===== src/rtl/core/tlb_lookup_translate_top_macros.svh =====
// ----------------------------------------------------------------------------
// tlb_lookup_translate_top_macros
// Assertion macros shared by the translation buffer modules.
// ----------------------------------------------------------------------------
`ifndef TLB_LOOKUP_TRANSLATE_TOP_MACROS_SVH
`define TLB_LOOKUP_TRANSLATE_TOP_MACROS_SVH

`ifndef NO_ASSERTIONS
`define TLBT_ASSERT(lbl, prop, msg) \
  lbl: assert property (@(posedge clk) disable iff (!rst_n) (prop)) else $error(msg);
`define TLBT_ASSERT_NEXT(lbl, ante, cons, msg) \
  lbl: assert property (@(posedge clk) disable iff (!rst_n) (ante) |=> (cons)) else $error(msg);
`else
`define TLBT_ASSERT(lbl, prop, msg)
`define TLBT_ASSERT_NEXT(lbl, ante, cons, msg)
`endif

`endif


===== src/rtl/core/tlbt_pkg.sv =====
// ----------------------------------------------------------------------------
// tlbt_pkg
// Types and constants of the translation buffer cell chain.
// ----------------------------------------------------------------------------
package tlbt_pkg;

  localparam int TLB_ENTRIES = 32;
  localparam int IDX_W       = 5;
  localparam int MASK_W      = 12;
  localparam int LO_W        = 26;
  localparam int PN_W        = 42;
  localparam int PFN_W       = 20;
  localparam int IN_DATA_W   = 200;
  localparam int OUT_DATA_W  = 40;

  typedef enum logic {
    CMD_WRITE = 1'b0,
    CMD_XLATE = 1'b1
  } cmd_t;

  typedef enum logic [1:0] {
    ST_OK      = 2'd0,
    ST_MISS    = 2'd1,
    ST_INVALID = 2'd2,
    ST_MOD     = 2'd3
  } status_t;

  typedef struct packed {
    logic              vld;
    cmd_t              cmd;
    logic [IDX_W-1:0]  idx;
    logic [63:0]       word;
    logic [MASK_W-1:0] mask;
    logic              glob;
    logic [LO_W-1:0]   lo_even;
    logic [LO_W-1:0]   lo_odd;
    logic              store;
    logic              hit;
    logic [IDX_W-1:0]  hit_idx;
  } tlbt_tok_t;

  function automatic logic [PN_W-1:0] page_num(input logic [63:0] a);
    page_num = {a[63:62], a[39:0]};
  endfunction

endpackage


===== src/rtl/core/tlbt_out.sv =====
// ----------------------------------------------------------------------------
// tlbt_out
// Result stage: picks the page half, forms status and physical address.
// ----------------------------------------------------------------------------
`include "tlb_lookup_translate_top_macros.svh"

module tlbt_out
  import tlbt_pkg::*;
(
  input  logic                  clk,
  input  logic                  rst_n,
  input  logic                  en,
  input  tlbt_tok_t             tok,
  output logic                  out_tvalid,
  output logic [OUT_DATA_W-1:0] out_tdata
);

  logic [31:0]      m32;
  logic [31:0]      odd_bit;
  logic [LO_W-1:0]  lo;
  status_t          st;
  logic [31:0]      pa;
  logic [IDX_W-1:0] midx;
  logic             vld_r;
  status_t          st_r;
  logic [31:0]      pa_r;
  logic [IDX_W-1:0] idx_r;

  assign m32     = {8'h00, tok.mask, 12'hfff};
  assign odd_bit = m32 + 32'd1;
  assign lo      = ((tok.word[31:0] & odd_bit) != '0) ? tok.lo_odd : tok.lo_even;

  always_comb begin
    st   = ST_OK;
    pa   = '0;
    midx = '0;
    if (tok.cmd == CMD_XLATE) begin
      if (!tok.hit) begin
        st = ST_MISS;
      end else begin
        midx = tok.hit_idx;
        if (!lo[1]) begin
          st = ST_INVALID;
        end else if (tok.store && !lo[2]) begin
          st = ST_MOD;
        end else begin
          pa = {lo[LO_W-1:6], 12'h000} | (tok.word[31:0] & m32);
        end
      end
    end
  end

  always_ff @(posedge clk) begin
    if (!rst_n) begin
      vld_r <= 1'b0;
    end else if (en) begin
      vld_r <= tok.vld;
    end
  end

  always_ff @(posedge clk) begin
    if (en) begin
      st_r  <= st;
      pa_r  <= pa;
      idx_r <= midx;
    end
  end

  assign out_tvalid = vld_r;
  assign out_tdata  = {1'b0, idx_r, pa_r, st_r};

  `TLBT_ASSERT_NEXT(a_result_follows, en && tok.vld, out_tvalid, "result transfer dropped")
  `TLBT_ASSERT(a_miss_zero, !(out_tvalid && (st_r == ST_MISS)) || ((pa_r == '0) && (idx_r == '0)),
               "miss carries address or index")
  `TLBT_ASSERT(a_fault_no_addr, !(out_tvalid && (st_r != ST_OK)) || (pa_r == '0),
               "faulting result carries address")

endmodule


===== config.mk =====
export PLATFORM = sky130hd
export DESIGN_NAME = tlbt_out
export DESIGN_NICKNAME = d
export VERILOG_FILES = /design/src/rtl/core/tlbt_pkg.sv /design/src/rtl/core/tlbt_out.sv
export VERILOG_INCLUDE_DIRS = /design/src /design/src/rtl/core
export SDC_FILE = /design/constraint.sdc
export NUM_CORES = 1
export LEC_CHECK = 0
export BUFFER_PORTS_ARGS = -buffer_cell sky130_fd_sc_hd__buf_4
export CORE_UTILIZATION = 30
export DETAILED_ROUTE_END_ITERATION = 8
export GPL_ROUTABILITY_DRIVEN = 0
export PLACE_DENSITY_LB_ADDON = 0.12
export SLEW_MARGIN = 15
export SYNTH_ARGS = -nofsm -noshare
export SYNTH_HDL_FRONTEND = slang
export SYNTH_SLANG_ARGS = --single-unit

===== constraint.sdc =====
create_clock -name clk -period 2.8 [get_ports clk]
set_input_delay 0.42 -clock clk [delete_from_list [all_inputs] [get_ports clk]]
set_output_delay 0.42 -clock clk [all_outputs]
set_load 0.02 [all_outputs]

Word-level counts from Yosys, hierarchy flattened. Index checks and enable logic that the tools add are counted. Widths: inputs -> output; s select.

Bitwise operators: 6. Add/sub/neg operators: 1. Muxes and demuxes: 4. Reductions and logical operators: 5.

Operators by type and width (number): $and 32x24->32 (1); $and 32x25->32 (1); $or 32x32->32 (1); $reduce_bool 32->1 (1); $mux 26 (1); $add 24x1->25 const B (1); $mux 2 (2); $reduce_or 4->1 (1); $not 1->1 (3); $reduce_and 2->1 (1); $logic_and 1x1->1 (1); $logic_not 1->1 (1); $mux 1 (1).

Register bits: 40. Output and inout port bits: 41.

Depth between registers and ports, before layout. Gate-level depths: netlist (run 1).

Word-level depth: 9. Gate-level depth with buffers: 8.

Worst setup path before layout (run 1). Ideal clock, no wire load.

Path type: input to register. Start point: in tok[62] (netlist bit). End point: reg pa_r[0], data pin. Arrival time: 1927 ps. Path slack: 615 ps. Data required time: 2542 ps. Library setup time: 258 ps. Stages on the path: 8. Path buffers: 2. Cells stage by stage: buf_2 nand4_1 nor4_1 mux2i_1 o2111ai_1 o21ai_2 buf_4 a21boi_2.

Longest elaborated chain between the ends: 7. Elaborated cells between the ends (all ways): 8. Those cells by class: add/sub: 1; mux: 1; bitwise: 2; reduce/logical: 4.

RTL lines: start: declaration (RTL line tlbt_out.sv:13) `input tlbt_tok_t tok,`; $add 24x1->25 (*) (RTL line tlbt_out.sv:30) `assign odd_bit = m32 + 32'd1;`; $and 32x25->32 (*) (RTL line tlbt_out.sv:31) `assign lo = ((tok.word[31:0] & odd_bit) != '0) ? tok.lo_odd : tok.lo_even;`; $reduce_bool 32->1 (*) (RTL line tlbt_out.sv:31); $mux 26 (*) (RTL line tlbt_out.sv:31); $logic_not 1->1 (RTL line tlbt_out.sv:44) `end else if (tok.store && !lo[2]) begin`; $logic_and 1x1->1 (RTL line tlbt_out.sv:44); $reduce_or 4->1 (no source line) (*); end signal: assignment (RTL line tlbt_out.sv:64) `pa_r <= pa;`; end: declaration (RTL line tlbt_out.sv:26) `logic [31:0] pa_r;`.

Every way passes the cells marked *; elsewhere a longest branch is shown, timed or not. A chain may end at the register's enable or synchronous reset.

Worst setup path after layout (run 1).
Start point: in tok[60] (netlist bit). End point: reg pa_r[1], data pin.

The elaborated chain is that of the path after synthesis.

==> results.json, run 1 <==
{
  "status": "complete, no violations",
  "clock-sinks": 40,
  "setup_viol": 0,
  "synth_cell_types": 43,
  "met3RoutedLength_um": 368,
  "worst_skew_pair.late_latency_ns": 0.29,
  "hpwl_mm": 4.76,
  "coreArea_um2": 7370,
  "hold_viol_final": 0,
  "grt.total_usage": 0.153,
  "start_util": 0.316,
  "synthesis.area_um2": 2330,
  "nFillCells": 728,
  "setup_slack_ns": 0.536,
  "avgSynthCellArea_um2": 11.4,
  "wl_met2_mm": 3.15,
  "ys.warnings.count": 0,
  "cellLeakagePower_nw": 1.40,
  "crit_type": "in2reg",
  "die_h_um": 90.1,
  "clk_pin_slew_worst_paths_ns": 0.08,
  "critPathRequiredTime_ns": 2.94,
  "drtAntennaViolNets": 0,
  "timing.critical_path.cells": "buf_4 -> ha_1 -> xor2_1 -> a221o_1 -> a31oi_1 -> and4_1 -> nand3_2 -> a21boi_0",
  "crit_start": "tok[60]",
  "post_cts_resized": 0,
  "worstPathArrival_ns": 2.40,
  "cpMaxStageDelayCell": "nand3_2",
  "overflow": 0,
  "startpoint_type": "input port",
  "htreeDepth": 2,
  "dr_total_vias": 2078,
  "reg2reg_from": "out_tvalid",
  "first_pass_iters": 4,
  "cp-end-kind": "flop",
  "grt_antenna_before_repair": 0,
  "slew_headroom": 0.601,
  "wl_per_cell_um": 14.3,
  "finClkSkew_ns": 0,
  "cts_tree": "done",
  "die_x_um": 90.1,
  "syn_nets": 352,
  "drv_cap": 0,
  "cts.hold.buffers_added": 0,
  "cpPeakStageDelay_ns": 0.34,
  "cts_setup_buffers": 0,
  "maxSlewViolCount": 0,
  "final_util": 0.474,
  "ys.flop_type": "edfxtp_1",
  "wl_met1_mm": 2.71,
  "peakVddDrop_mv": 0.140,
  "fp.dieArea_um2": 8110,
  "synth-seq-cells": 40,
  "cts_root_buf": "clkbuf_8",
  "fin_setup_tns_ns": 0,
  "port_buffers": 132,
  "clockBufferDepth": 2,
  "synth-edff-count": 39,
  "grt_pass1_wl_mm": 9.85,
  "area_delta_synth_final_pct": 50.1,
  "nets": 485,
  "drt_iter0_markers": 81,
  "synthArstFlopShare": 0,
  "rsz0062_at_grt": "false",
  "pre_cts_ws_ns": 0.202,
  "p_per_area_nw_per_um2": 408,
  "ys_seq_area_frac": 0.512,
  "grt_pass1_vias": 1987,
  "min_path_type": "in2reg",
  "drive_above_1_share": 0.478,
  "top_layer": "met4",
  "fin_area_um2": 3490,
  "grt_max_degree": 41,
  "viasPerCell": 4.74,
  "drc": 0,
  "clock.fmax_mhz": 442,
  "hold_path.startpoint": "rst_n",
  "postRouteWirelength_mm": 6.27,
  "rows": 31,
  "syn-instance-count": 205,
  "n_antenna_cell": 0,
  "finalCriticalPeriod_ns": 2.26,
  "placed_area_um2": 3410,
  "cp_max_fo": 12,
  "numCtsBuffers": 5,
  "ioPinCount": 187,
  "max_slew.worst_pin.slew_ns": 0.596,
  "fin_crit_sh": 0.808
}
cell usage in the layout (no fill, tap or decap), types with 3 or more instances in the layout:
cell type,count
a21boi_0,3
and3_1,6
clkbuf_8,5
nor2_1,3
nand3_1,4
mux2i_1,23
inv_1,4
a21boi_2,10
o21ai_0,29
nand2_1,18
nor2b_1,5
edfxtp_1,39
nand4_1,5
and2_1,12
buf_4,137
per-layer routing:
layer	track usage	up-vias
met5	0	-
met4	0.0403	0
met3	0.0330	6
met2	0.265	87
met1	0.193	946
li1	-	1039
state kept, by name, summed over array words and instances, names as in the netlist:
signal,flops
idx_r,5
out_tvalid,1
pa_r,32
st_r,2
cells in the mapped netlist, types with 4 or more instances:
cell,count,area share
nand2_1,18,0.029
mux2i_1,23,0.099
nand3_1,4,0.0086
inv_1,4,0.0064
and2_1,12,0.032
nand4_1,5,0.013
nor2b_1,5,0.013
edfxtp_1,39,0.50
clkbuf_1,4,0.0064
a21boi_2,10,0.048
and3_1,6,0.016
o21ai_0,29,0.062
power by group:
part / switching [mW] / total (mW) / internal, mW
clock network: 0.215 / 0.389 / 0.174
registers: 0.0107 / 0.708 / 0.698
logic: 0.157 / 0.327 / 0.170
critical path: cells and delay by family:
kind	cells	cell delay, ns
compound gates	3	0.80
simple gates	2	0.65
fa+ha+maj	1	0.23
xor+xnor	1	0.17
buf+inv	1	0.13
final timing paths:
| check | slack [ns] | cells past startpoint | end |
|---|---|---|---|
| setup / recovery | 0.54 | 8 | pa_r[1] |
| setup reg to reg | 2.21 | 2 | out_tvalid |
| hold reg to reg | 0.53 | 2 | out_tvalid |
| hold / removal | 0.34 | 2 | out_tvalid |
logic make-up after synthesis:
family / after synthesis / synth area share
buf+inv: 15 / 0.0382
simple gates: 66 / 0.163
xor+xnor: 4 / 0.0151
compound gates: 55 / 0.166
other cells: 1 / 0.00161
flops: 40 / 0.512
fa+ha+maj: 1 / 0.00538
mux: 23 / 0.0989
layout make-up:
cell class                 count  area, µm²  share of cell area
sequential                    40       1190               0.341
multi-input combinational    150       1050               0.300
timing repair buffer         137       1030               0.294
tap                           99        124              0.0355
clock buffer                   5       68.8              0.0197
clock inverter                 3       18.8             0.00537
inverter                       4       15.0             0.00430
stage by stage:
stage | power (mW) | hold WS, ns | std cells
after global placement | 1.05 | 0.501 | 430
after CTS | 1.44 | 0.345 | 438
after detailed placement | 1.05 | 0.521 | 430
after global routing | 1.48 | 0.358 | 438
after floorplan | 0.858 | 0.532 | 205
final | 1.42 | 0.344 | 438
No activity file was read; power rests on OpenSTA's default activity.
==> run 2, diff against run 1 <==
ABC_AREA = 1   (was not set)
clock period = 2.35 ns   (was 2.8 ns; I/O delays follow)
==> results.json, run 2 <==
{
  "status": "complete, no violations",
  "grt_pass1_wl_mm": 9.60,
  "timing.critical_path.cells": "buf_4 -> ha_1 -> nand2_2 -> nor2_4 -> nand2_1 -> clkinv_1 -> nand2_1 -> nand3_1 -> nand2_1 -> nor2_2 -> nand2_2 -> inv_2 -> nand2_1 -> nand2_2 -> nand3b_4 -> buf_12 -> nor2_1",
  "ioPinCount": 187,
  "overflow": 0,
  "clockBufferDepth": 2,
  "syn_nets": 438,
  "p_per_area_nw_per_um2": 509,
  "setup_viol": 0,
  "grt_pass1_vias": 2141,
  "postRouteWirelength_mm": 5.87,
  "worst_skew_pair.late_latency_ns": 0.28,
  "final_util": 0.490,
  "cpMostUsedCell": "nand2_1",
  "largest_reg_flops": 32,
  "rsz0062_at_grt": "false",
  "regToRegEndpoint": "out_tvalid",
  "numCtsBuffers": 5,
  "largest-register": "pa_r",
  "syn-instance-count": 291,
  "nFillCells": 774,
  "hpwl_mm": 4.66,
  "synthArstFlopShare": 0,
  "holdPathEnd": "out_tvalid",
  "n_antenna_cell": 0,
  "worstPathArrival_ns": 2.17,
  "cellLeakagePower_nw": 1.82,
  "slew_headroom": 0.631,
  "synth-adder-area-share": 0.00536,
  "rrSetupSlack_ns": 1.69,
  "rows": 31,
  "startpoint_type": "input port",
  "htreeDepth": 2,
  "cpMaxStageDelayCell": "ha_1",
  "port_buffers": 132,
  "drv_cap": 0,
  "fin_setup_tns_ns": 0,
  "worst-r2r-cell-count": 2,
  "drive_above_1_share": 0.439,
  "synth_top_area_frac": 0.502,
  "die_x_um": 90.2,
  "nets": 579,
  "synth-seq-cells": 40,
  "regArea_um2": 1190,
  "die_h_um": 90.2,
  "synth-edff-count": 39,
  "mostFrequentLayoutCells": "buf_4 (139), nand2_1 (99), inv_1 (40)",
  "maxSlewViolCount": 0,
  "first_pass_iters": 4,
  "synth-simple-area-share": 0.354,
  "finalCriticalPeriod_ns": 2.02,
  "ys.warnings.count": 0,
  "synth-compound-area-share": 0.0364,
  "whs_path_depth": 3,
  "cts_root_buf": "clkbuf_8",
  "cp-end-kind": "flop",
  "cts_tree": "done",
  "finClkSkew_ns": 0,
  "grt.total_usage": 0.147,
  "avgSynthCellArea_um2": 8.02,
  "drt_iter0_markers": 37,
  "ys.flop_type": "edfxtp_1",
  "drtAntennaViolNets": 0,
  "top_regs": "pa_r x32, idx_r x5, st_r x2",
  "critPathRequiredTime_ns": 2.50,
  "multiInputGateArea_um2": 927,
  "ys_seq_area_frac": 0.510,
  "hold_slack_ns": 0.307,
  "synth_most_common_cell": "nand2_1",
  "max_slew.worst_pin.slew_ns": 0.553,
  "synthTopCellsByArea": "edfxtp_1 (50%), nand2_1 (16%), nor2_2 (8.8%)",
  "drc": 0,
  "dr_total_vias": 2245,
  "synthTopCellsByCount": "nand2_1 (99), inv_1 (40), edfxtp_1 (39)",
  "fin_crit_sh": 0.861,
  "area_delta_synth_final_pct": 54.8,
  "cpPeakStageDelay_ns": 0.19,
  "start_util": 0.317,
  "synthMuxAreaShare": 0,
  "synth_cell_types": 22,
  "peakVddDrop_mv": 0.257,
  "synthesis.area_um2": 2330,
  "hold_viol_final": 0,
  "fp.dieArea_um2": 8140,
  "cp_max_fo": 18,
  "grt_antenna_before_repair": 0,
  "grt_max_degree": 42,
  "hold_path.startpoint": "tok[142]",
  "placed_cells": 524,
  "crit_type": "in2reg",
  "finalPower_mw": 1.84,
  "viasPerCell": 4.22,
  "clk_pin_slew_worst_paths_ns": 0.08,
  "synth_xor_xnor_area_share": 0,
  "layout_commonest_cell": "buf_4",
  "clock.fmax_mhz": 494,
  "min_path_type": "in2reg",
  "cts.hold.buffers_added": 0,
  "cts_setup_buffers": 0,
  "instances_no_fill": 532,
  "yosysTopAreaCell": "edfxtp_1",
  "synth_top_family_by_area": "simple AND/OR/NAND/NOR gates",
  "clock-sinks": 40,
  "coreArea_um2": 7370,
  "wl_per_cell_um": 11.0,
  "post_cts_resized": 0,
  "reg2reg_from": "out_tvalid"
}
==> run 2: cell count changes after synthesis, sizes merged, moves of 12 or more <==
cell	previous run	this run
a21boi	13	0
o21ai	30	1
nand2	18	103
mux2i	23	0
nor2	4	61
a21oi	2	16
inv	4	41
and2	12	0
==> run 2: logic make-up after synthesis <==
kind of cell,Yosys count
and+or+nand+nor,182
AOI/OAI and AO/OA,17
DFF,40
adders and majority gates,1
buffers and inverters,50
other,1
==> run 2: where the power goes <==
part | leakage, nW | switching [mW] | internal, mW
registers | 0.380 | 0.0118 | 0.832
logic | 1.38 | 0.214 | 0.214
clock network | 0.0541 | 0.253 | 0.314
total | 1.82 | 0.479 | 1.36
==> run 2: worst max-delay path by stage <==
stage / startpoint / end / depth (start not counted)
floorplan: tok[60] / pa_r[14] / 15
detailed placement: tok[60] / pa_r[9] / 16
global placement: tok[60] / pa_r[9] / 15
finish: tok[60] / pa_r[9] / 17
CTS: tok[60] / pa_r[9] / 17
global route: tok[60] / pa_r[9] / 17
==> run 2: layer usage <==
layer	wire, µm	track usage	vias to the layer above	part of all wire
met4	80	0.0457	0	0.014
met1	2520	0.172	962	0.43
met2	2820	0.256	91	0.48
met3	456	0.0448	6	0.078
li1	-	-	1186	-
met5	0	0	-	0
==> run 2: cell type report <==
type,instances,area share
Sequential cell,40,0.330
Multi-Input combinational cell,201,0.256
Clock inverter,3,0.0118
Tap cell,99,0.0343
Clock buffer,5,0.0190
Inverter,42,0.0436
Timing Repair Buffer,142,0.305
==> run 2: metrics by stage <==
stage / setup WS (ns) / area (µm²)
2_1_floorplan: 0.370 / 2330
3_3_place_gp: 0.0187 / 3500
3_5_place_dp: 0.00618 / 3500
4_1_cts: 0.304 / 3610
5_1_grt: 0.0999 / 3610
6_report: 0.327 / 3610
==> run 2: critical path, delay by kind of cell <==
family                     cells  cell delay, ns
buffers and inverters          4            0.46
and+or+nand+nor               12            1.16
adders and majority gates      1            0.19
