--- config.mk ---
export PLATFORM = sky130hd
export DESIGN_NAME = tlbt_cell
export DESIGN_NICKNAME = d
export VERILOG_FILES = /design/src/rtl/core/tlbt_pkg.sv /design/src/rtl/core/tlbt_cell.sv
export VERILOG_INCLUDE_DIRS = /design/src /design/src/rtl/core
export SDC_FILE = /design/constraint.sdc
export NUM_CORES = 1
export LEC_CHECK = 0
export ABC_AREA = 1
export ABC_CLOCK_PERIOD_IN_PS = 3450
export BUFFER_PORTS_ARGS = -buffer_cell sky130_fd_sc_hd__buf_2
export CORE_MARGIN = 2
export CORE_UTILIZATION = 45
export CTS_CLUSTER_SIZE = 25
export DETAILED_ROUTE_END_ITERATION = 8
export GPL_ROUTABILITY_DRIVEN = 0
export PLACE_DENSITY = 0.74
export SLEW_MARGIN = 20
export SYNTH_ARGS = -nofsm -noshare
export SYNTH_HDL_FRONTEND = slang
export SYNTH_SLANG_ARGS = --single-unit
export TNS_END_PERCENT = 30
--- constraint.sdc ---
create_clock -name clk -period 3.45 [get_ports clk]
set_input_delay 0 -clock clk [delete_from_list [all_inputs] [get_ports clk]]
set_output_delay 0 -clock clk [all_outputs]
set_load 0.02 [all_outputs]
--- src/rtl/core/tlb_lookup_translate_top_macros.svh ---
// ----------------------------------------------------------------------------
// tlb_lookup_translate_top_macros
// Assertion macros shared by the translation buffer modules.
// ----------------------------------------------------------------------------
`ifndef TLB_LOOKUP_TRANSLATE_TOP_MACROS_SVH
`define TLB_LOOKUP_TRANSLATE_TOP_MACROS_SVH

`ifndef NO_ASSERTIONS
`define TLBT_ASSERT(lbl, prop, msg) \
  lbl: assert property (@(posedge clk) disable iff (!rst_n) (prop)) else $error(msg);
`define TLBT_ASSERT_NEXT(lbl, ante, cons, msg) \
  lbl: assert property (@(posedge clk) disable iff (!rst_n) (ante) |=> (cons)) else $error(msg);
`else
`define TLBT_ASSERT(lbl, prop, msg)
`define TLBT_ASSERT_NEXT(lbl, ante, cons, msg)
`endif

`endif

--- src/rtl/core/tlbt_pkg.sv ---
// ----------------------------------------------------------------------------
// tlbt_pkg
// Types and constants of the translation buffer cell chain.
// ----------------------------------------------------------------------------
package tlbt_pkg;

  localparam int TLB_ENTRIES = 32;
  localparam int IDX_W       = 5;
  localparam int MASK_W      = 12;
  localparam int LO_W        = 26;
  localparam int PN_W        = 42;
  localparam int PFN_W       = 20;
  localparam int IN_DATA_W   = 200;
  localparam int OUT_DATA_W  = 40;

  typedef enum logic {
    CMD_WRITE = 1'b0,
    CMD_XLATE = 1'b1
  } cmd_t;

  typedef enum logic [1:0] {
    ST_OK      = 2'd0,
    ST_MISS    = 2'd1,
    ST_INVALID = 2'd2,
    ST_MOD     = 2'd3
  } status_t;

  typedef struct packed {
    logic              vld;
    cmd_t              cmd;
    logic [IDX_W-1:0]  idx;
    logic [63:0]       word;
    logic [MASK_W-1:0] mask;
    logic              glob;
    logic [LO_W-1:0]   lo_even;
    logic [LO_W-1:0]   lo_odd;
    logic              store;
    logic              hit;
    logic [IDX_W-1:0]  hit_idx;
  } tlbt_tok_t;

  function automatic logic [PN_W-1:0] page_num(input logic [63:0] a);
    page_num = {a[63:62], a[39:0]};
  endfunction

endpackage

--- src/rtl/core/tlbt_cell.sv ---
// ----------------------------------------------------------------------------
// tlbt_cell
// One buffer entry: loads on a matching write, compares passing translates.
// ----------------------------------------------------------------------------
`include "tlb_lookup_translate_top_macros.svh"

module tlbt_cell
  import tlbt_pkg::*;
(
  input  logic             clk,
  input  logic             rst_n,
  input  logic             en,
  input  logic [IDX_W-1:0] cell_id,
  input  logic [7:0]       asid,
  input  tlbt_tok_t        tok_i,
  output tlbt_tok_t        tok_o
);

  logic              used_r;
  logic [63:0]       high_r;
  logic [MASK_W-1:0] mask_r;
  logic              glob_r;
  logic [LO_W-1:0]   even_r;
  logic [LO_W-1:0]   odd_r;
  tlbt_tok_t         tok_r;
  tlbt_tok_t         tok_nxt;
  logic              wr_hit;
  logic              match;
  logic [PN_W-1:0]   keep;

  assign wr_hit = en && tok_i.vld && (tok_i.cmd == CMD_WRITE) && (tok_i.idx == cell_id);
  assign keep   = {{(PN_W-MASK_W-13){1'b0}}, mask_r, 13'h1fff};
  assign match  = used_r && (tok_i.cmd == CMD_XLATE) && !tok_i.hit
               && (glob_r || (high_r[7:0] == asid))
               && (((page_num(high_r) ^ page_num(tok_i.word)) & ~keep) == '0);

  always_comb begin
    tok_nxt = tok_i;
    if (match) begin
      tok_nxt.hit     = 1'b1;
      tok_nxt.hit_idx = cell_id;
      tok_nxt.mask    = mask_r;
      tok_nxt.lo_even = even_r;
      tok_nxt.lo_odd  = odd_r;
    end
  end

  always_ff @(posedge clk) begin
    if (!rst_n) begin
      used_r <= 1'b0;
    end else if (wr_hit) begin
      used_r <= 1'b1;
    end
  end

  always_ff @(posedge clk) begin
    if (wr_hit) begin
      high_r <= tok_i.word;
      mask_r <= tok_i.mask;
      glob_r <= tok_i.glob;
      even_r <= tok_i.lo_even;
      odd_r  <= tok_i.lo_odd;
    end
  end

  always_ff @(posedge clk) begin
    if (!rst_n) begin
      tok_r.vld <= 1'b0;
    end else if (en) begin
      tok_r <= tok_nxt;
    end
  end

  assign tok_o = tok_r;

  `TLBT_ASSERT_NEXT(a_write_marks_used, wr_hit, used_r, "write did not mark entry used")
  `TLBT_ASSERT_NEXT(a_hit_kept, en && tok_i.vld && tok_i.hit,
                    tok_o.hit && (tok_o.hit_idx == $past(tok_i.hit_idx)),
                    "earlier hit lost or replaced")
  `TLBT_ASSERT(a_hit_only_xlate, !(tok_o.vld && tok_o.hit) || (tok_o.cmd == CMD_XLATE),
               "write transfer marked as hit")

endmodule

Yosys cells after proc, flatten, opt, wreduce, memory -nomap -nowiden --
Cells that the tools add are included.
Storage, ports and cells: register bits after elaboration 273, bits in latches 0, memory bits (writable) 0, ROM bits 0, input bits 159, output and inout port bits 143, logic and storage cells 37, memories kept 0
Cells by class: add/subtract/negate cells 0, multiply operators 0, divide/modulo/power cells 0, magnitude comparators 0, eq/ne operators 2, shifts and indexed selects 0, multiplexer cells 3, bitwise gates (word level) 4, reduce and logical (&&, ||, !) cells 11
Operators by type and width (number):
- $mux 52 | 1
- $and 42x42->42 | 1
- $logic_not 42->1 | 1
- $not 25->42 | 1
- $xor 42x42->42 | 1
- $mux 12 | 1
- $eq 8x8->1 | 1
- $logic_and 1x1->1 | 7
- $eq 5x5->1 | 1
- $mux 5 | 1
- $reduce_and 2->1 | 1
- $logic_not 1->1 | 1
- $logic_or 1x1->1 | 1
- $not 1->1 | 1

Depth between registers and ports, before layout --
Gate-level depths: netlist of run 1.
depth after elaboration 5, gate-level depth with buffers 12, depth with buffers taken out 11

Least setup slack after synthesis of run 1 --
OpenSTA, ideal clock, no wires.
kind in2reg, from input port rst_n, to register tok_r, in the netlist tok_o[0], enable pin, library setup time 0.495 ns, arrival 2.769 ns, required time 2.955 ns, setup slack 0.186 ns, cell stages on the path 2, buffers on the path 0, path through nand2_1 inv_1
On the way: cells in the longest elaborated chain, start to end 1
RTL lines:
- start: declaration | RTL line tlbt_cell.sv:11 | input logic rst_n,
- $reduce_and 2->1 (no source line)
- end signal: assignment | RTL line tlbt_cell.sv:70 | tok_r <= tok_nxt;
- end: declaration | RTL line tlbt_cell.sv:25 | tlbt_tok_t tok_r;
No other way between the ends. A chain may end at the register's enable or synchronous reset.

==> flow_summary.json, run 1 <==
{
  "critPathMaxFanout": 69,
  "hold-path-cell-count": 4,
  "fin_crit_sh_pct": 85.46,
  "critPathKind": "reg -> reg",
  "root_buffer": "clkbuf_16",
  "end_kind": "flip-flop",
  "synth_commonest_cells": "244 x edfxtp_1, 219 x nand2_1, 72 x nand3_1, 38 x inv_1, 30 x nor2_1",
  "fin_area_mm2": 0.01329,
  "hold_end": "odd_r[24]",
  "pwr-share-seq_pct": 51.3,
  "intPower_mw": 5.272,
  "wirelength_um": 23370,
  "yosysTopAreaCell": "edfxtp_1",
  "cts.clk_slew.worst_paths_ns": 0.06,
  "synth-async-reset-ratio_pct": 0,
  "drive_above_1_share_pct": 30.39,
  "clock_power_share_pct": 39.2,
  "ys_types": 20,
  "cap_viol_max_count": 0,
  "area_growth_pct": 45.37,
  "synth.avg_cell_area_um2": 13.92,
  "grt_pass1_wl_um": 35330,
  "slew_headroom_pct": 45.88,
  "placed_cell_area_mm2": 0.01097,
  "cts_max_level": 1,
  "period_needed_ns": 2.948,
  "seq_area_frac_synth_pct": 80.57,
  "cts_tree": "yes",
  "start_util_pct": 45.48,
  "synthDominantCellAreaShare_pct": 80.13,
  "drt-initial-drc-count": 440,
  "skew_ns": 0.02094,
  "cts_made_buffers": 26,
  "tightestPinTransition_ns": 0.8118,
  "synth_area_mm2": 0.009144,
  "syn-num-nets": 816,
  "synth_seq_cells": 246,
  "core_area_mm2": 0.02010,
  "groute.usage.overall_pct": 21.02,
  "ant_nets": 0,
  "ys_warn_count": 0,
  "vias_per_cell": 4.803,
  "clockBufferDepth": 3,
  "io_pins": 302,
  "synth_enable_flop_cells": 244,
  "max_freq_ghz": 0.3392,
  "instances_no_fill": 1413,
  "grt_start_max_net_pins": 81,
  "fp.dieW_um": 146.5,
  "synthCells": 657,
  "placedCellCount": 1215,
  "worstHoldStart": "cell_id[1]",
  "vias": 6787,
  "dieArea_mm2": 0.02148,
  "timing.final.max_slew_violations": 0,
  "antenna_found_initial": 1,
  "yosys-top-cells-area": "edfxtp_1 80%, nand2_1 9.0%, nand3_1 3.9%, inv_1 1.6%, nor2_1 1.2%",
  "synth_most_common_cell": "edfxtp_1",
  "cp_data_required_time_ns": 3.83,
  "regToRegEndpoint": "tok_o[0]",
  "synth_flop_cell": "edfxtp_1",
  "rows": 52,
  "arrival_ns": 3.33,
  "first_global_vias": 6809,
  "hold_viol": 0,
  "reg2reg_depth": 10,
  "comb_power_share_pct": 9.5,
  "place_hpwl_um": 13880,
  "swShare_pct": 21.83,
  "switchingPower_mw": 1.472,
  "post-cts-setup-buffer-count": 0,
  "status": "finished, final reports clean",
  "ir_worst_vdd_mv": 0.4493,
  "p_per_area_mw_per_mm2": 507.4,
  "setup-violations-final": 0,
  "drt-pass1-iter-count": 4,
  "nNetsFinal": 1283,
  "r2r-start": "high_r[20]",
  "rsz0062_at_grt": "false",
  "hold_path.class": "in -> reg",
  "insertion_delay_ns": 0.52,
  "drc": 0,
  "worst-r2r-setup-slack_ns": 0.50,
  "setup_tns_ns": 0,
  "die_h_um": 146.5,
  "p_leak_nw": 5.632,
  "cp-start-kind": "flip-flop",
  "numPortBuffers": 301,
  "wl_per_cell_um": 16.54,
  "cts_sinks": 246,
  "grt-ovfl-total": 0
}
-- cells by family (layout without fill, tap and decap cells) --
family	Yosys count	in the layout	share of synthesized area, %
AOI/OAI and AO/OA	11	11	0.6980
xor gates and xnor gates	15	15	1.437
buffers and inverters	59	544	2.750
DFF	246	246	80.57
other	0	1	0
and+or+nand+nor	326	326	14.55
-- cell usage in the layout, fill, tap and decap left out --
| cell type | n |
|---|---|
| a21oi_1 | 4 |
| buf_12 | 1 |
| inv_4 | 1 |
| nand2_4 | 1 |
| buf_4 | 7 |
| xnor2_1 | 12 |
| edfxtp_1 | 244 |
| o21ai_0 | 4 |
| nand3_1 | 72 |
| o21a_1 | 1 |
| nand4_1 | 1 |
| dlygate4sd3_1 | 151 |
| clkbuf_16 | 27 |
| diode_2 | 1 |
| a21boi_0 | 1 |
| clkinv_1 | 8 |
| nand2_1 | 218 |
| inv_1 | 36 |
| or2_0 | 2 |
| nor3_1 | 1 |
| nor2_4 | 1 |
| xor2_1 | 3 |
| a21oi_4 | 1 |
| clkbuf_1 | 5 |
| clkinv_2 | 4 |
| dfxtp_1 | 2 |
| inv_6 | 1 |
| bufinv_16 | 2 |
| buf_2 | 301 |
| nor2_1 | 30 |
-- power groups by stage --
stage	Clock, mW	Combinational [mW]	Sequential [mW]
floorplan	0	0.0874	3.68
global placement	0	0.493	3.52
detailed placement	0	0.502	3.52
CTS	2.69	0.637	3.46
global route	2.81	0.688	3.47
finish	2.64	0.644	3.46
-- flip-flops by register name, indices dropped and copies added, names as in the netlist --
register / count
glob_r: 1
odd_r: 26
even_r: 26
tok_o: 143
mask_r: 12
high_r: 37
used_r: 1
-- routing by layer --
metal	wire [um]	vias to the layer above	track usage [%]
li1	-	3208	-
met3	1636	71	4.656
met4	899	0	9.029
met1	8865	3211	25.17
met5	0	-	0
met2	11970	297	36.79
-- what timing repair did --
action | in CTS | in global routing
hold buffers | 151 | 0
hold endpoints to repair | 246 | 0
resized for setup | 0 | 1
setup endpoints to repair | 0 | 2
-- metrics by stage --
step	setup WS, ns	util, %	power [mW]	hold WS (ns)
floorplan	0.1863	-	3.766	0.09887
global placement	0.7779	54.56	4.009	0.1763
detailed placement	0.7410	54.56	4.019	0.1781
CTS	0.1935	66.08	6.785	0.1281
global route	0.3317	66.12	6.967	0.1836
finish	0.5017	66.12	6.744	0.1453
-- worst max path at each step --
stage,start,endpoint,depth (start not counted),slack [ns]
global route,high_r[20],tok_o[0],10,0.33
CTS,high_r[20],tok_o[1],11,0.19
global placement,used_r,tok_o[40],10,0.78
finish,high_r[20],tok_o[0],10,0.50
detailed placement,high_r[20],tok_o[40],10,0.74
floorplan,rst_n,tok_o[0],2,0.19
-- area by class of cell --
class | instances | area [um2]
Clock inverter | 14 | 110.1
Tap cell | 270 | 337.8
Timing Repair Buffer | 460 | 3090
Clock buffer | 32 | 694.4
Antenna cell | 1 | 2.502
Multi-Input combinational cell | 352 | 1540
Sequential cell | 246 | 7367
Inverter | 38 | 150.1
Fill cell | 1370 | 6812
-- worst max-delay path: stages, from the launching register on --
cell	delay, ns
edfxtp_1	0.38
or2_0	0.21
nand3_1	0.07
nand2_1	0.06
nor2_1	0.26
nand2_1	0.16
nor2_4	0.13
buf_4	0.65
nand3_1	0.18
nand2_1	0.13
dlygate4sd3_1	0.56
Note: power is estimated with default switching activity, not from simulation.
==> inputs of run 2 (changes only) <==
- CAP_MARGIN: unset -> 10
- RECOVER_POWER: unset -> 25
==> flow_summary.json, run 2 (synthesized netlist as in run 1, its figures left out) <==
{
  "largest_register_ffs": 143,
  "most-common-layout-cells": "244 x edfxtp_1, 218 x nand2_1, 216 x buf_2",
  "final_common_cell": "edfxtp_1",
  "dieArea_mm2": 0.02148,
  "skew_ns": 0.02081,
  "grtUsageMet3_pct": 4.656,
  "numPortBuffers": 301,
  "final-seq-area_mm2": 0.007367,
  "drive_above_1_share_pct": 23.12,
  "cts_max_level": 1,
  "power.total_mw": 6.731,
  "period_needed_ns": 2.944,
  "core_area_mm2": 0.02010,
  "multi_input_area_mm2": 0.001540,
  "cp-start-kind": "flip-flop",
  "slew_headroom_pct": 46.08,
  "max_freq_ghz": 0.3396,
  "worst-r2r-setup-slack_ns": 0.51,
  "setup_ws_ns": 0.5058,
  "end_kind": "flip-flop",
  "critPathBufInv": 2,
  "cpPeakStageDelay_ns": 0.65,
  "worstHoldStart": "cell_id[1]",
  "hold_end": "even_r[0]",
  "wl_per_cell_um": 16.47,
  "area_growth_pct": 44.24,
  "reg2reg_depth": 10,
  "cp_data_required_time_ns": 3.83,
  "setup-violations-final": 0,
  "critPathKind": "reg -> reg",
  "cp-startpoint": "high_r[20]",
  "cts_tree": "yes",
  "arrival_ns": 3.33,
  "timing.final.max_slew_violations": 0,
  "vias": 6756,
  "io_pins": 302,
  "fin_util_pct": 65.60,
  "ir_worst_vdd_mv": 0.4494,
  "wirelength_um": 23280,
  "regToRegEndpoint": "tok_o[0]",
  "die_h_um": 146.5,
  "nFillCells": 1429,
  "fin_crit_sh_pct": 85.34,
  "antenna_found_initial": 1,
  "cp_common_cell": "nand2_1",
  "ant_nets": 0,
  "dpl_worst_slack_ns": 0.7410,
  "cts.clk_slew.worst_paths_ns": 0.06,
  "grt_start_max_net_pins": 81,
  "rows": 52,
  "place_hpwl_um": 13880,
  "grt_use_met2_pct": 36.79,
  "cpLargestDelayFamily": "buffers and inverters",
  "status": "finished, final reports clean",
  "path_cells": "or2_0, nand3_1, nand2_1, nor2_1, nand2_1, nor2_4, buf_4, nand3_1, nand2_1, dlygate4sd3_1",
  "p_per_area_mw_per_mm2": 510.3,
  "root_buffer": "clkbuf_16",
  "first_global_vias": 6809,
  "tightestPinTransition_ns": 0.8088,
  "drt-pass1-iter-count": 4,
  "drc": 0,
  "top_usage_layer": "met2",
  "start_util_pct": 45.48,
  "hold_path.class": "in -> reg",
  "use_met1_pct": 25.17,
  "p_leak_nw": 5.404,
  "vias_per_cell": 4.781,
  "drt-initial-drc-count": 436,
  "clockBufferDepth": 3,
  "cap_viol_max_count": 0,
  "rsz0062_at_grt": "false",
  "insertion_delay_ns": 0.52,
  "r2r-start": "high_r[20]",
  "setup_tns_ns": 0,
  "cts_made_buffers": 26,
  "grt_pass1_wl_um": 35330,
  "grt-ovfl-total": 0,
  "groute.usage.overall_pct": 21.02,
  "nNetsFinal": 1283,
  "crit_slowest_cell": "buf_4",
  "hold-path-cell-count": 4,
  "hold_viol": 0,
  "critPathMaxFanout": 69,
  "cts_sinks": 246,
  "fp.dieW_um": 146.5
}
==> run 2: cell types whose count changed in the layout (fill, tap and decap cells not counted) <==
| cell | delta |
|---|---|
| clkbuf_1 | +83 |
| clkbuf_2 | +2 |
| buf_2 | -85 |
==> run 2: metal layers <==
layer  vias up  part of all wire (%)
met3        67                   7.1
met4         0                   3.7
met2       303                    51
met5         -                     0
met1      3178                    38
li1       3208                     -
==> run 2: how the worst max path moves through the flow <==
stage / slack (ns) / depth (start not counted) / end
detailed placement: 0.74 / 10 / tok_o[40]
global route: 0.33 / 10 / tok_o[0]
floorplan: 0.19 / 2 / tok_o[0]
CTS: 0.19 / 11 / tok_o[1]
global placement: 0.78 / 10 / tok_o[40]
finish: 0.51 / 10 / tok_o[0]
==> run 2: final cells by class <==
| type | count | area share, % |
|---|---|---|
| Antenna cell | 1 | 0.01897 |
| Clock buffer | 32 | 5.265 |
| Inverter | 38 | 1.138 |
| Tap cell | 270 | 2.561 |
| Clock inverter | 14 | 0.8348 |
| Sequential cell | 246 | 55.86 |
| Multi-Input combinational cell | 352 | 11.68 |
| Timing Repair Buffer | 460 | 22.64 |
==> run 2: power breakdown <==
| part | internal (mW) | total [mW] | switching, mW |
|---|---|---|---|
| clock | 1.56 | 2.64 | 1.08 |
| sequential | 3.42 | 3.46 | 0.0339 |
| combinational | 0.270 | 0.631 | 0.361 |
| total | 5.26 | 6.73 | 1.47 |
==> run 2: through the flow <==
stage	instance area (um2)	hold WS, ns	std cells
after CTS	13290	0.1281	1412
after detailed placement	10970	0.1781	1215
after floorplan	9144	0.09887	657
after global placement	10970	0.1763	1215
final	13190	0.1433	1413
after global routing	13190	0.1849	1413
==> run 2: repair_timing <==
| action | 4_1_cts | 5_1_grt |
|---|---|---|
| hold buffers | 151 | 0 |
| endpoints found under the hold margin | 246 | 0 |
| setup endpoints to repair | 0 | 2 |
| resized for setup | 0 | 1 |
| setup buffers | 0 | 0 |
==> run 2: tightest hold or removal path: stages <==
cell and delay [ns]:
buf_2 0.10, xnor2_1 0.07, nand4_1 0.14, inv_4 0.15
==> inputs of run 3 (changes only) <==
- CORE_UTILIZATION: 45 -> 47
- CTS_BUF_LIST: unset -> sky130_fd_sc_hd__clkbuf_2
- PLACE_DENSITY: 0.74 -> 0.8
==> flow_summary.json, run 3 <==
{
  "synth_seq_cells": 246,
  "synth_most_common_cell": "edfxtp_1",
  "holdBufCountCts": 266,
  "synthCells": 657,
  "rows": 51,
  "synth-async-reset-ratio_pct": 0,
  "stop_stage": "clock tree synthesis",
  "syn-num-nets": 816,
  "cts_sinks": 246,
  "io_pins": 302,
  "numPortBuffers": 301,
  "synth_area_mm2": 0.009144,
  "root_buffer": "clkbuf_2",
  "synth.avg_cell_area_um2": 13.92,
  "synth_commonest_cells": "244 x edfxtp_1, 219 x nand2_1, 72 x nand3_1, 38 x inv_1, 30 x nor2_1",
  "synth_enable_flop_cells": 244,
  "yosysTopAreaCell": "edfxtp_1",
  "cts_max_level": 2,
  "synth_flop_cell": "edfxtp_1",
  "seq_area_frac_synth_pct": 80.57,
  "error": "[ERROR RSZ-0060] Max buffer count reached.",
  "post-cts-setup-buffer-count": 0,
  "post_cts_resized": 0,
  "place_hpwl_um": 13560,
  "yosys-top-cells-area": "edfxtp_1 80%, nand2_1 9.0%, nand3_1 3.9%, inv_1 1.6%, nor2_1 1.2%",
  "synthDominantCellAreaShare_pct": 80.13,
  "fp.dieW_um": 143.5,
  "ys_warn_count": 0,
  "ys_types": 20,
  "cts_made_buffers": 60,
  "dpl_worst_slack_ns": 1.097,
  "die_h_um": 143.5,
  "start_util_pct": 47.45,
  "status": "stopped before the end",
  "clockBufferDepth": 3
}
==> run 3: kinds of logic after synthesis <==
group | after synthesis | synth area share [%]
XOR/XNOR | 15 | 1.437
AO/OA/AOI/OAI | 11 | 0.6980
buffers and inverters | 59 | 2.750
AND/OR/NAND/NOR | 326 | 14.55
flip-flops | 246 | 80.57
==> run 3: per-stage QoR <==
| stage | area [um2] | instances |
|---|---|---|
| 3_5_place_dp | 10970 | 1207 |
| 3_3_place_gp | 10970 | 1207 |
| 2_1_floorplan | 9144 | 657 |
==> inputs of run 4 (changes only) <==
- ABC_CLOCK_PERIOD_IN_PS: 3450 -> 4490
- CORE_UTILIZATION: 47 -> 35
- CTS_BUF_LIST: sky130_fd_sc_hd__clkbuf_2 -> unset
- CTS_CLUSTER_SIZE: 25 -> unset
- PLACE_DENSITY: 0.8 -> unset
- PLACE_DENSITY_LB_ADDON: unset -> 0.15
- clock period: 3.45 -> 4.49 ns (I/O delays scaled with it)
==> flow_summary.json, run 4 (synthesized netlist as in run 1, its figures left out) <==
{
  "ir_worst_vdd_mv": 0.3084,
  "antenna_cells": 0,
  "place_hpwl_um": 14250,
  "end_kind": "flip-flop",
  "post_cts_resized": 0,
  "area_growth_pct": 44.66,
  "drc": 0,
  "max_freq_ghz": 0.3069,
  "drt-pass1-iter-count": 5,
  "ant_nets": 0,
  "cp-start-kind": "flip-flop",
  "arrival_ns": 3.54,
  "wl_per_cell_um": 15.80,
  "largest_register_ffs": 143,
  "drt-initial-drc-count": 397,
  "grt_pass1_wl_um": 36300,
  "slew_headroom_pct": 27.92,
  "numPortBuffers": 301,
  "fin_area_mm2": 0.01323,
  "nNetsFinal": 1283,
  "grt_start_max_net_pins": 72,
  "final_common_cell": "edfxtp_1",
  "hold_path.class": "in -> reg",
  "antenna_found_initial": 3,
  "timing.final.max_slew_violations": 0,
  "rsz0062_at_grt": "false",
  "p_leak_nw": 5.360,
  "groute.usage.overall_pct": 16.51,
  "cts.clk_slew.worst_paths_ns": 0.06,
  "insertion_delay_ns": 0.53,
  "nFillCells": 2288,
  "setup_tns_ns": 0,
  "fin_crit_sh_pct": 72.58,
  "critPathMaxFanout": 48,
  "rows": 59,
  "start_util_pct": 35.39,
  "most-common-layout-cells": "244 x edfxtp_1, 218 x nand2_1, 211 x buf_2",
  "cts_tree": "yes",
  "cap_viol_max_count": 0,
  "drive_above_1_share_pct": 22.75,
  "wirelength_um": 23350,
  "hold_viol": 0,
  "first_global_vias": 6649,
  "cp_data_required_time_ns": 4.77,
  "skew_ns": 0.009686,
  "p_per_area_mw_per_mm2": 389.1,
  "dieArea_mm2": 0.02743,
  "vias": 6613,
  "status": "finished, final reports clean",
  "placed_cell_area_mm2": 0.01103,
  "period_needed_ns": 3.259,
  "cts_made_buffers": 27,
  "root_buffer": "clkbuf_16",
  "fp.dieW_um": 165.6,
  "worst-r2r-setup-slack_ns": 1.23,
  "clockBufferDepth": 3,
  "vias_per_cell": 4.474,
  "post-cts-setup-buffer-count": 0,
  "grt-ovfl-total": 0,
  "critPathKind": "reg -> reg",
  "setup-violations-final": 0,
  "io_pins": 302,
  "core_area_mm2": 0.02584,
  "die_h_um": 165.6,
  "cts_sinks": 246,
  "tightestPinTransition_ns": 1.077,
  "cts_max_level": 1
}
==> run 4: repair_timing <==
item                                    in CTS  in global routing
hold buffers                               151                  0
hold endpoints to repair                   246                  0
endpoints found under the setup margin       0                  0
==> run 4: stage by stage <==
step                      util (%)  total power [mW]  hold WS (ns)  std cells  setup slack (ns)
after CTS                    51.62             5.245        0.1397       1478             1.181
final                        51.20             5.147        0.1743       1478             1.231
after floorplan                  -             2.894       0.09887        657             1.226
after global placement       42.69             3.083        0.1766       1279             1.751
after detailed placement     42.69             3.088        0.1784       1279             1.742
after global routing         51.20             5.349        0.1556       1478             1.015
==> run 4: final cells by class <==
cell class	count	area (um2)	share of cell area, %
clock buffer	35	705.7	5.335
clock inverter	13	90.09	0.6810
inverter	38	150.1	1.135
multi-input combinational	352	1535	11.61
sequential	246	7367	55.69
tap	335	419.2	3.169
timing repair buffer	459	2960	22.38
==> run 4: final timing paths <==
path,cells past startpoint,end,startpoint
max,11,tok_o[4],high_r[17]
min,2,tok_o[118],tok_i[118]
max reg2reg,11,tok_o[4],high_r[17]
min reg2reg,1,used_r,used_r
==> run 4: where the power goes <==
| part | total (mW) | internal, mW | switching [mW] |
|---|---|---|---|
| Clock | 2.01 | 1.16 | 0.856 |
| Combinational | 0.479 | 0.206 | 0.272 |
| Sequential | 2.65 | 2.63 | 0.0226 |
| Total | 5.15 | 4.00 | 1.15 |
==> run 4: critical path: stages, from the launching register on <==
cell and delay (ns):
edfxtp_1 0.37, or2_0 0.21, nand2_1 0.07, nand2_1 0.05, nor2_1 0.18, nand2_1 0.14
nor2_4 0.14, nand2_2 0.62, buf_4 0.50, nand2_1 0.10, nand2_1 0.05, dlygate4sd3_1 0.55
==> run 4: layer usage <==
layer,vias to the layer above,share of wire (%),track usage (%)
li1,3212,-,-
met1,3064,42,21.46
met2,287,46,27.04
met3,44,8.5,4.970
met4,6,2.8,4.537
met5,-,0.15,0
